===== src/rtl/assert_macros.svh =====
// Assertion macros shared by the RTL that checks itself.
// Needs a clock named clk and an active-low reset named arst_n in scope.
`ifndef ASSERT_MACROS_SVH
`define ASSERT_MACROS_SVH

// Clocked property, masked while reset is asserted.
`define RBD_ASSERT(label, prop, msg) \
	label: assert property (@(posedge clk) disable iff (!arst_n) prop) else $error(msg);

// Same, but also checked during reset.
`define RBD_ASSERT_ALWAYS(label, prop, msg) \
	label: assert property (@(posedge clk) prop) else $error(msg);

`endif


===== src/rtl/rbd_pkg.sv =====
// Shared types and constants for the ring buffer deque.
// No dependencies.
package rbd_pkg;

	localparam int RBD_DEPTH   = 128;
	localparam int RBD_DATA_W  = 32;

	localparam int KIND_W   = 3;
	localparam int VALUE_W  = 32;
	localparam int COUNT_W  = 8;
	localparam int DATA_W   = 32;
	localparam int LEN_W    = 8;
	localparam int STATUS_W = 2;

	typedef enum logic [KIND_W-1:0] {
		K_PUSH_FRONT = 3'd0,
		K_PUSH_BACK  = 3'd1,
		K_POP_FRONT  = 3'd2,
		K_READ       = 3'd3,
		K_TAKE       = 3'd4,
		K_DROP       = 3'd5
	} kind_t;

	typedef enum logic [STATUS_W-1:0] {
		ST_DONE  = 2'd0,
		ST_FULL  = 2'd1,
		ST_RANGE = 2'd2
	} status_t;

	// Result of one request, minus the element read from the store.
	typedef struct packed {
		logic [LEN_W-1:0] length;
		logic             empty;
		status_t          status;
		logic             has_data;
	} rbd_res_t;

endpackage


===== src/rtl/rbd_mem.sv =====
// Element store: one write port, one read port, registered read data.
// Depends on rbd_pkg.
module rbd_mem import rbd_pkg::*; #(
	parameter int DEPTH      = RBD_DEPTH,
	parameter int DATA_WIDTH = RBD_DATA_W
) (
	input  logic                     clk,
	input  logic                     wr_en,
	input  logic [$clog2(DEPTH)-1:0] wr_addr,
	input  logic [DATA_WIDTH-1:0]    wr_data,
	input  logic                     rd_en,
	input  logic [$clog2(DEPTH)-1:0] rd_addr,
	output logic [DATA_WIDTH-1:0]    rd_data
);

	logic [DATA_WIDTH-1:0] mem [DEPTH];

	always_ff @(posedge clk) begin
		if (wr_en) begin
			mem[wr_addr] <= wr_data;
		end
	end

	// read data holds while rd_en is low
	always_ff @(posedge clk) begin
		if (rd_en) begin
			rd_data <= mem[rd_addr];
		end
	end

endmodule


===== config.mk =====
export PLATFORM = sky130hd
export DESIGN_NAME = rbd_mem
export DESIGN_NICKNAME = d
export VERILOG_FILES = /design/src/rtl/assert_macros.svh /design/src/rtl/rbd_pkg.sv /design/src/rtl/rbd_mem.sv
export SDC_FILE = /design/constraint.sdc
export NUM_CORES = 2
export LEC_CHECK = 0
export BUFFER_PORTS_ARGS = -buffer_cell sky130_fd_sc_hd__buf_2
export CORE_AREA = 2 2 726 728
export CTS_BUF_LIST = sky130_fd_sc_hd__clkbuf_2 sky130_fd_sc_hd__clkbuf_4 sky130_fd_sc_hd__clkbuf_8
export DETAILED_ROUTE_END_ITERATION = 7
export DIE_AREA = 0 0 728 730
export RECOVER_POWER = 100
export SYNTH_ARGS = -nofsm -noshare
export SYNTH_HDL_FRONTEND = slang
export SYNTH_SLANG_ARGS = --single-unit

===== constraint.sdc =====
create_clock -name clk -period 4.33 [get_ports clk]
set_input_delay 0.433 -clock clk [delete_from_list [all_inputs] [get_ports clk]]
set_output_delay 0.433 -clock clk [all_outputs]
set_load 0.01 [all_outputs]

==> impl.org <==
** Run status
- Status :: complete, but fails checks
- The final reports fail on capacitance limit, slew limit.

** Synth
- Synthesized area per cell :: 26.1 um2
- Post-synthesis instance total :: 5990
- When the netlist entered floorplanning its net count stood at 6039.
- Distinct cell type count after synthesis :: 16
- Cell area after synthesis :: 157000 um2
- Number of warnings printed during yosys synthesis :: 0
- Sequential-to-total area share from yosys stat :: 79.2%
- Counting flops and latches in the post-synthesis netlist gives 4128.

** Setup path
- Critical path endpoint category :: flip-flop
- On the worst path, the slowest cell contributes a delay of 970 ps.
- Startpoint of the worst-slack reg-to-reg timing path :: mem[87][8]$_DFFE_PP_
- Data arrival, critical path :: 4440 ps
- FF-to-FF End :: rd_data[8]$_DFFE_PP_
- Element type at the critical path start :: primary input
- Along the worst path, the maximum fanout reaches 20.
- Startpoint of the most critical setup path :: wr_addr[2]
- Slowest stage cell, crit path :: sky130_fd_sc_hd__nand3_1
- Flop-to-flop setup slack :: 1530 ps
- WP data required :: 5140 ps
- Critical path cell sequence :: dlygate4sd3_1 -> clkbuf_1 -> nand3_1 -> nor2_4 -> clkbuf_2
- The worst register-to-register path has a depth of 4.
- By startpoint and endpoint, the worst setup path is classified as in2reg.

** Clock tree
- Number of levels in the clock H-tree :: 6
- Post-CTS setup-driven buffer insertion count :: 0
- The later pin in the worst-skew pair is clocked with a latency of 1210 ps.
- Clock Root Buffer :: sky130_fd_sc_hd__clkbuf_8
- In this run, post-CTS hold repair placed 39 buffers.
- Number of clock buffers inserted by TritonCTS :: 632
- The clock drives 4128 sinks.
- CTS tree :: yes
- Maximum buffer depth of the clock tree :: 4
- Clock slew at reported path FFs :: 70 ps
- Resize count post-CTS :: 0

** Routing
- Number of vias per cell after detailed routing :: 5.15
- Routed WL per cell :: 30.9 um
- Post-detailed-routing wire length :: 441000 um
- The detailed router placed 73.6k vias in this run.
- DRC :: 0
- Detailed Route Iter0 Violations :: 10.2k
- For this run, the detailed router's first-pass iteration total came to 5.
- The count of nets left with antenna violations once routing finished came out at 0.

** Finish
- Leading cell types in the layout, fill and taps excluded :: 4128 x sky130_fd_sc_hd__edfxtp_1, 1344 x sky130_fd_sc_hd__mux4_2, 635 x sky130_fd_sc_hd__clkbuf_8
- Final instance area :: 181000 um2
- Proportion of layout cells with a drive suffix above 1 :: 38.7%
- Area taken by flip-flops and latches :: 124000 um2
- Signed area change from the synthesized netlist to the final layout :: 15.8%
- Layout net count :: 6854
- Counting the fill cells in the layout gives 47.7k.
- Leaving out fill and tap cells, the most frequent cell in the layout is sky130_fd_sc_hd__edfxtp_1.
- Area of combinational cells with multiple inputs :: 32000 um2

** Power and ir drop
- Power spread over the standard cell area amounts to 445 nW/um2.
- Sw frac :: 22.9%
- Clock network power share :: 39.5%
- The share of total power dissipated in combinational logic is 5.5%.
- Sequential Power Share :: 55.0%
- P_leak :: 54.8 nW
- In this run the power spent charging and discharging nets is 18.5 mW.
- Int Pwr :: 62.2 mW
- VDD sags by at most 321 uV.

** Run
- Max Cap Viol :: 61

** Place
- After detailed placement, the total cell area comes to 170000 um2.
- Routability-driven placement finished with a final weighted congestion of 0.801.
- Buffers placed on the I/O ports in this run total 80.
- Detailed placer's ending HPWL :: 250000 um

** Global route
- First-pass GRT wire length :: 604000 um
- Largest net degree at the start of global routing :: 98
- GRT Residual Overflow :: 0
- The initial antenna violation count was 77.
- Vias in the first global route :: 74.9k
- GRT Resource Usage Total :: 16.2%

** Floorplanning
- DIE AREA :: 531000 um2
- Core Region :: 524000 um2
- For this design the top-level I/O count stands at 81.
- Std cell rows :: 266
- The die is 728 um wide.
- Measured along the y axis, the die boundary spans 730 um.
- Initial cell density of the core :: 29.9%

** Timing
- The routed design could run at a clock period as short as 3630 ps.
- Share of the clock period used by the worst path after layout :: 83.8%
- Max Clock Freq :: 276 MHz
- For the pin with the worst max-slew slack, the measured transition is 3950 ps.
- The number of slew-limit violations in the final report came to 2912.
- Across the routed clock network, the largest skew measured is 74.2 ps.
- Setup repair after global routing left no endpoint under its margin.
- Adding up every negative setup slack in the final design gives 0 ps.
- Setup-failing EPs final :: 0
- On the final layout, the worst hold slack is 82.9 ps.
- Fin. Hold Viols :: 0
- Worst slew margin relative to its limit :: -163%

** Min path
- Worst Hold End :: mem[115][21]$_DFFE_PP_
- In this run the most critical hold path is launched from wr_addr[6].
- In this run the worst hold path is classified as in2reg.
- Number of cells on the worst hold path :: 4
==> critical path: cells and delay by family <==
kind,cells,cell delay (ps)
AND/OR/NAND/NOR,2,1930
buffers and inverters,3,2000
==> registers in the layout (all words and copies together), names as in the netlist <==
name     cells
mem       4096
rd_data     32
==> worst max path at each step <==
stage / to / slack (ps) / depth (start not counted)
global route: mem[7][18]$_DFFE_PP_ / 740 / 6
CTS: rd_data[4]$_DFFE_PP_ / 1500 / 4
floorplan: mem[98][0]$_DFFE_PP_ / 660 / 3
global placement: rd_data[26]$_DFFE_PP_ / 430 / 8
detailed placement: rd_data[26]$_DFFE_PP_ / 420 / 8
finish: mem[14][28]$_DFFE_PP_ / 700 / 5
==> per-layer routing <==
layer  vias up  global-route usage (%)  wire length (um)
met5         -                       0               131
met4        20                    4.76             13000
met3       674                    3.18             43000
met2      4056                    26.9            215000
met1     40700                    21.7            170000
li1      28200                       -                 -
==> through the flow <==
stage	std cells	utilization (%)	setup slack (ps)	power [mW]
after CTS	14200	34.8	1500	81.2
final	14300	34.6	703	80.6
after global routing	14300	34.6	741	83.0
after floorplan	5990	-	658	47.2
after global placement	13100	32.4	427	49.5
after detailed placement	13100	32.4	425	49.6
==> cells in the mapped netlist (all sizes together) <==
cell type | number | area share [%]
buf | 134 | 0.40
nand4 | 3 | 0.012
clkbuf | 182 | 0.44
nor2 | 122 | 0.29
nor2b | 7 | 0.028
mux2 | 32 | 0.23
edfxtp | 4128 | 79
nand3 | 12 | 0.038
nand2 | 14 | 0.034
nor3 | 9 | 0.029
mux4 | 1344 | 19
nand2b | 2 | 0.0080
or3 | 1 | 0.0040
==> power by group through the flow <==
| stage | Combinational (mW) | Sequential, mW | Clock [mW] |
|---|---|---|---|
| 2_1_floorplan | 2.13 | 45.1 | 0 |
| 3_3_place_gp | 4.39 | 45.1 | 0 |
| 3_5_place_dp | 4.47 | 45.2 | 0 |
| 4_1_cts | 4.51 | 44.3 | 32.4 |
| 5_1_grt | 4.59 | 44.3 | 34.0 |
| 6_report | 4.42 | 44.4 | 31.9 |
==> cells by family after synthesis <==
logic type    after synthesis  synth area share, %
buf+inv                   316                0.837
simple gates              170                0.445
flops                    4128                 79.2
mux                      1376                 19.6
==> final cells by class <==
class / count / area share, %
clock inverters: 241 / 0.957
multi-input cells: 1546 / 17.6
flip-flops and latches: 4128 / 68.4
repair buffers: 497 / 2.36
well taps: 6968 / 4.81
clock buffers: 868 / 5.79
diodes: 54 / 0.0745
No activity file was read; power rests on OpenSTA's default activity.
