--- src/rtl/assert_macros.svh ---
// Assertion macros shared by the RTL that checks itself.
// Needs a clock named clk and an active-low reset named arst_n in scope.
`ifndef ASSERT_MACROS_SVH
`define ASSERT_MACROS_SVH

// Clocked property, masked while reset is asserted.
`define RBD_ASSERT(label, prop, msg) \
	label: assert property (@(posedge clk) disable iff (!arst_n) prop) else $error(msg);

// Same, but also checked during reset.
`define RBD_ASSERT_ALWAYS(label, prop, msg) \
	label: assert property (@(posedge clk) prop) else $error(msg);

`endif

--- src/rtl/rbd_pkg.sv ---
// Shared types and constants for the ring buffer deque.
// No dependencies.
package rbd_pkg;

	localparam int RBD_DEPTH   = 128;
	localparam int RBD_DATA_W  = 32;

	localparam int KIND_W   = 3;
	localparam int VALUE_W  = 32;
	localparam int COUNT_W  = 8;
	localparam int DATA_W   = 32;
	localparam int LEN_W    = 8;
	localparam int STATUS_W = 2;

	typedef enum logic [KIND_W-1:0] {
		K_PUSH_FRONT = 3'd0,
		K_PUSH_BACK  = 3'd1,
		K_POP_FRONT  = 3'd2,
		K_READ       = 3'd3,
		K_TAKE       = 3'd4,
		K_DROP       = 3'd5
	} kind_t;

	typedef enum logic [STATUS_W-1:0] {
		ST_DONE  = 2'd0,
		ST_FULL  = 2'd1,
		ST_RANGE = 2'd2
	} status_t;

	// Result of one request, minus the element read from the store.
	typedef struct packed {
		logic [LEN_W-1:0] length;
		logic             empty;
		status_t          status;
		logic             has_data;
	} rbd_res_t;

endpackage

--- src/rtl/rbd_ctrl.sv ---
// Front pointer and fill count, request decode and store addressing.
// Depends on rbd_pkg.
module rbd_ctrl import rbd_pkg::*; #(
	parameter int DEPTH      = RBD_DEPTH,
	parameter int DATA_WIDTH = RBD_DATA_W
) (
	input  logic                     clk,
	input  logic                     arst_n,
	input  logic                     accept,
	input  logic [KIND_W-1:0]        kind,
	input  logic [VALUE_W-1:0]       value,
	input  logic [COUNT_W-1:0]       count,
	output logic                     wr_en,
	output logic [$clog2(DEPTH)-1:0] wr_addr,
	output logic [DATA_WIDTH-1:0]    wr_data,
	output logic                     rd_en,
	output logic [$clog2(DEPTH)-1:0] rd_addr,
	output rbd_res_t                 res
);

	localparam int PTR_W = $clog2(DEPTH);
	localparam int CNT_W = $clog2(DEPTH + 1);
	localparam int SUM_W = CNT_W + 1;
	localparam int CMP_W = (CNT_W > COUNT_W) ? CNT_W : COUNT_W;

	logic [PTR_W-1:0] front_q, front_d;
	logic [CNT_W-1:0] fill_q, fill_d;
	logic             do_wr, do_rd;
	logic [CMP_W-1:0] n_cmp, fill_cmp;
	logic [CNT_W-1:0] n_cnt;
	logic             n_in;
	logic             full;
	status_t          st;
	logic             has;

	// pointer plus offset, offset at most DEPTH
	function automatic logic [PTR_W-1:0] wrap(input logic [PTR_W-1:0] p,
		input logic [CNT_W-1:0] o);
		logic [SUM_W-1:0] s;
		s = SUM_W'(p) + SUM_W'(o);
		if (s >= SUM_W'(DEPTH)) begin
			s = s - SUM_W'(DEPTH);
		end
		return PTR_W'(s);
	endfunction

	assign n_cmp    = CMP_W'(count);
	assign fill_cmp = CMP_W'(fill_q);
	assign n_cnt    = CNT_W'(count);
	assign n_in     = n_cmp < fill_cmp;
	assign full     = fill_q == CNT_W'(DEPTH);

	always_comb begin
		front_d = front_q;
		fill_d  = fill_q;
		do_wr   = 1'b0;
		do_rd   = 1'b0;
		wr_addr = front_q;
		rd_addr = front_q;
		st      = ST_DONE;
		has     = 1'b0;
		unique case (kind_t'(kind))
			K_PUSH_FRONT: begin
				if (full) begin
					st = ST_FULL;
				end else begin
					front_d = (front_q == '0) ? PTR_W'(DEPTH - 1) : front_q - 1'b1;
					wr_addr = front_d;
					do_wr   = 1'b1;
					fill_d  = fill_q + 1'b1;
				end
			end
			K_PUSH_BACK: begin
				if (full) begin
					st = ST_FULL;
				end else begin
					wr_addr = wrap(front_q, fill_q);
					do_wr   = 1'b1;
					fill_d  = fill_q + 1'b1;
				end
			end
			K_POP_FRONT: begin
				if (fill_q == '0) begin
					st = ST_RANGE;
				end else begin
					rd_addr = front_q;
					do_rd   = 1'b1;
					has     = 1'b1;
					front_d = (front_q == PTR_W'(DEPTH - 1)) ? '0 : front_q + 1'b1;
					fill_d  = fill_q - 1'b1;
				end
			end
			K_READ: begin
				if (n_in) begin
					rd_addr = wrap(front_q, n_cnt);
					do_rd   = 1'b1;
					has     = 1'b1;
				end else begin
					st = ST_RANGE;
				end
			end
			K_TAKE: begin
				if (n_in) begin
					fill_d = n_cnt;
				end
			end
			K_DROP: begin
				if (n_in) begin
					front_d = wrap(front_q, n_cnt);
					fill_d  = fill_q - n_cnt;
				end else begin
					front_d = wrap(front_q, fill_q);
					fill_d  = '0;
				end
			end
			default: begin
			end
		endcase
	end

	assign wr_en   = accept && do_wr;
	assign rd_en   = accept && do_rd;
	assign wr_data = DATA_WIDTH'(value);

	assign res.length   = LEN_W'(fill_d);
	assign res.empty    = fill_d == '0;
	assign res.status   = st;
	assign res.has_data = has;

	always_ff @(posedge clk or negedge arst_n) begin
		if (!arst_n) begin
			front_q <= '0;
			fill_q  <= '0;
		end else if (accept) begin
			front_q <= front_d;
			fill_q  <= fill_d;
		end
	end

endmodule

--- config.mk ---
export PLATFORM = sky130hd
export DESIGN_NAME = rbd_ctrl
export DESIGN_NICKNAME = d
export VERILOG_FILES = /design/src/rtl/assert_macros.svh /design/src/rtl/rbd_pkg.sv /design/src/rtl/rbd_ctrl.sv
export SDC_FILE = /design/constraint.sdc
export NUM_CORES = 1
export LEC_CHECK = 0
export ABC_AREA = 1
export BUFFER_PORTS_ARGS = -buffer_cell sky130_fd_sc_hd__buf_2
export CORE_ASPECT_RATIO = 0.8
export CORE_UTILIZATION = 58
export CTS_BUF_LIST = sky130_fd_sc_hd__clkbuf_4
export DETAILED_ROUTE_END_ITERATION = 6
export HOLD_SLACK_MARGIN = 0.02
export PLACE_DENSITY = 0.9
export SKIP_LAST_GASP = 1
export SYNTH_ARGS = -nofsm -noshare
export SYNTH_HDL_FRONTEND = slang
export SYNTH_SLANG_ARGS = --single-unit
export TNS_END_PERCENT = 30
--- constraint.sdc ---
create_clock -name clk -period 3.75 [get_ports clk]
set_input_delay 0.5625 -clock clk [delete_from_list [all_inputs] [get_ports clk]]
set_output_delay 0.5625 -clock clk [all_outputs]
set_load 0.05 [all_outputs]
==> impl_metrics.csv <==
group,metric,value,unit
drt,drcViolationCount,0,
worst_setup_path,start_kind,"flip-flop",
outcome,status,"completed",
worst_setup_path,critPathArrivalTime,2.97,ns
clock_tree,clock_latency,0.32,ns
synth,synth_cells,531,
sta,finalHoldViolations,0,
cells_and_area,layout.cells.non_filler,602,
cells_and_area,nets,615,
worst_setup_path,crit_required,3.19,ns
floorplanning,num_rows,23,
placed_design,dp.cells,597,
synth,syn-cell-area,3220,um2
sta,maxSlewHeadroom,66.0,%
sta,worst_pin_slew,0.511,ns
cells_and_area,area_growth_syn_to_layout,2.10,%
drt,num_vias,3691,
placed_design,dp_hpwl,8.38,mm
power,p_per_area,949,nW/um2
grt,grt_pass1_vias,3161,
drt,via_per_inst,6.13,
power,p_seq_share,13.0,%
synth,ys.flop_type,"dfrtp_1",
synth,synthTopCellsByArea,"nand2_1 16%, dfrtp_1 12%, ha_1 9.7%",
synth,yosys.area.top_type_share,15.9,%
sta,rsz0062_at_grt,"false",
worst_setup_path,r2r_cells,15,
power,p_leak,1.82,nW
floorplanning,io_pins,106,
sta,fin_skew,0.00603,ns
grt,grt_max_degree,19,
worst_setup_path,path_max_fanout,11,
drt,ant_nets,0,
power,clkPwrFrac,3.9,%
synth,synth_top_area_cell,"nand2_1",
clock_tree,cts.sinks,15,
grt,grt_pass1_wl,16.1,mm
cells_and_area,antennaDiodeCount,0,
clock_tree,root_buffer,"clkbuf_4",
drt,wl_per_cell,17.5,um
worst_setup_path,critical_path_class,"flip-flop to output port",
placed_design,dpl_cell_area,3240,um2
synth,syn_area_per_cell,6.06,um2
cells_and_area,fin_area,3290,um2
synth,ys_async_sr_fraction,100,%
sta,setup_tns,0,ns
placed_design,place_congestion,1.00,
worst_setup_path,worstSetupStartpoint,"fill_cmp[0]$_DFFE_PN0P_",
floorplanning,dieArea,5850,um2
worst_setup_path,r2r-start,"fill_cmp[0]$_DFFE_PN0P_",
sta,slew_viol_final,0,
sta,finalSetupViolations,0,
placed_design,port_buffers,41,
synth,yosysSeqAreaShare,11.7,%
synth,ys_ff_latch,15,
synth,synth_nets,605,
drt,drt_pass1_iterations,5,
worst_setup_path,end_kind,"output port",
floorplanning,initial_utilization,62.1,%
synth,yosysMostFrequentCell,"nand2_1",
drt,drt-initial-drc-count,601,
clock_tree,clock_path_buffers,2,
power,peakVddDrop,541,uV
power,switching_share,65.9,%
clock_tree,cts_buffers,3,
min_path,worstHoldPathType,"input port to async pin",
grt,grt_usage,36.0,%
floorplanning,die_h,68.6,um
sta,finalCritPeriodShare,94.2,%
drt,drt_wl_total,10.5,mm
clock_tree,clk_pin_slew,0.13,ns
power,power_frac_comb,83.1,%
cells_and_area,drive_gt1_share,13.9,%
floorplanning,core_area,5180,um2
sta,achievable-frequency,283,MHz
power,p_sw,2.06,mW
synth,yosysWarnings,0,
grt,overflow,0,
clock_tree,htreeDepth,1,
floorplanning,die_w,85.3,um
synth,yosysUniqueCellTypes,41,
sta,period_needed,3.53,ns
power,p_int,1.06,mW
cells_and_area,post-route-util,63.4,%
grt,antenna_found_initial,0,
job,max-cap-violations,0,
synth,synth_edf_count,0,
synth,synth_common_cells,"136 x nand2_1, 73 x inv_1, 56 x nand3_1, 42 x nor2_1, 33 x buf_4",
clock_tree,tritoncts,"done",
==> through the flow <==
| step | setup WS (ns) | power, mW | hold WS (ns) |
|---|---|---|---|
| floorplan | 0.0359 | 2.39 | 0.267 |
| global placement | 0.471 | 2.86 | 0.513 |
| detailed placement | 0.409 | 2.89 | 0.523 |
| CTS | 0.0939 | 3.02 | 0.159 |
| global route | 0.0414 | 3.34 | 0.163 |
| finish | 0.217 | 3.12 | 0.151 |
==> power by group through the flow <==
| stage | clock [mW] | combinational, mW | sequential, mW |
|---|---|---|---|
| final | 0.121 | 2.59 | 0.406 |
| after global routing | 0.127 | 2.80 | 0.409 |
| after CTS | 0.120 | 2.51 | 0.392 |
| after detailed placement | 0 | 2.50 | 0.394 |
| after global placement | 0 | 2.47 | 0.397 |
| after floorplan | 0 | 2.07 | 0.320 |
==> what timing repair did <==
item,in CTS,in global routing
hold buffers,0,0
resized for setup,0,5
setup endpoints to repair,0,3
buffers inserted,0,1
==> cell families after synthesis <==
logic type	Yosys count	share of synthesized area, %
DFF	15	11.7
xor gates and xnor gates	23	6.26
buffers and inverters	119	18.2
and+or+nand+nor	275	39.5
AOI/OAI and AO/OA	71	12.8
adders and majority gates	28	11.6
==> worst paths after layout <==
kind                       slack (ns)                      end
max                              0.22               rd_addr[6]
min                              0.15  fill_cmp[3]$_DFFE_PN0P_
max in group asynchronous        3.28  fill_cmp[0]$_DFFE_PN0P_
max reg2reg                      1.28   front_q[3]$_DFFE_PN0P_
min in group clk                 0.63  fill_cmp[3]$_DFFE_PN0P_
min reg2reg                      0.72  fill_cmp[0]$_DFFE_PN0P_
==> cell type report <==
class | instances | area, um2
clock buffer | 3 | 22.5
clock inverter | 1 | 5.00
fill | 518 | 1890
inverter | 77 | 289
multi-input combinational | 397 | 2260
sequential | 15 | 377
tap | 62 | 77.6
timing repair buffer | 47 | 256
==> cell usage in the layout, fill, tap and decap left out, types with 3 or more instances in the layout <==
cell        n
nor3_1      6
buf_4       6
nand2_1   136
o22ai_1     6
nor2_1     42
nand3b_1    6
clkbuf_4    3
a21oi_1    17
inv_1      72
nand2_4     3
dfrtp_1    14
nand3_2     4
o21ai_1     4
inv_2       4
fa_1        3
xor2_1     14
buf_2      40
nand3_1    56
o211ai_1    6
o21ai_0    27
xnor2_1     9
ha_1       25
nand4_1    10
nor2_2      5
==> registers in the layout (all words and copies together) (netlist names) <==
name,count
front_q,7
fill_cmp,8
==> worst max-delay path: stages, from the launching register on <==
cell and delay, ns:
dfrtp_2 0.44, inv_2 0.09, ha_1 0.22, fa_1 0.41, inv_1 0.07, nand3_1 0.08
nand2_1 0.14, nand2_2 0.08, nand2_4 0.10, nand2_4 0.12, nor2_4 0.18, inv_1 0.16
o21ai_0 0.25, buf_2 0.31
==> layer usage <==
layer  vias to the layer above  GRT usage (%)  routed length (um)  share of wire (%)
li1                       1727              -                   -                  -
met1                      1647           51.1                4470                 43
met2                       279           53.7                4200                 40
met3                        38           10.0                1600                 15
met4                         0           9.38                 237                2.3
met5                         -              0                   0                  0
Note: power is estimated with default switching activity, not from simulation.
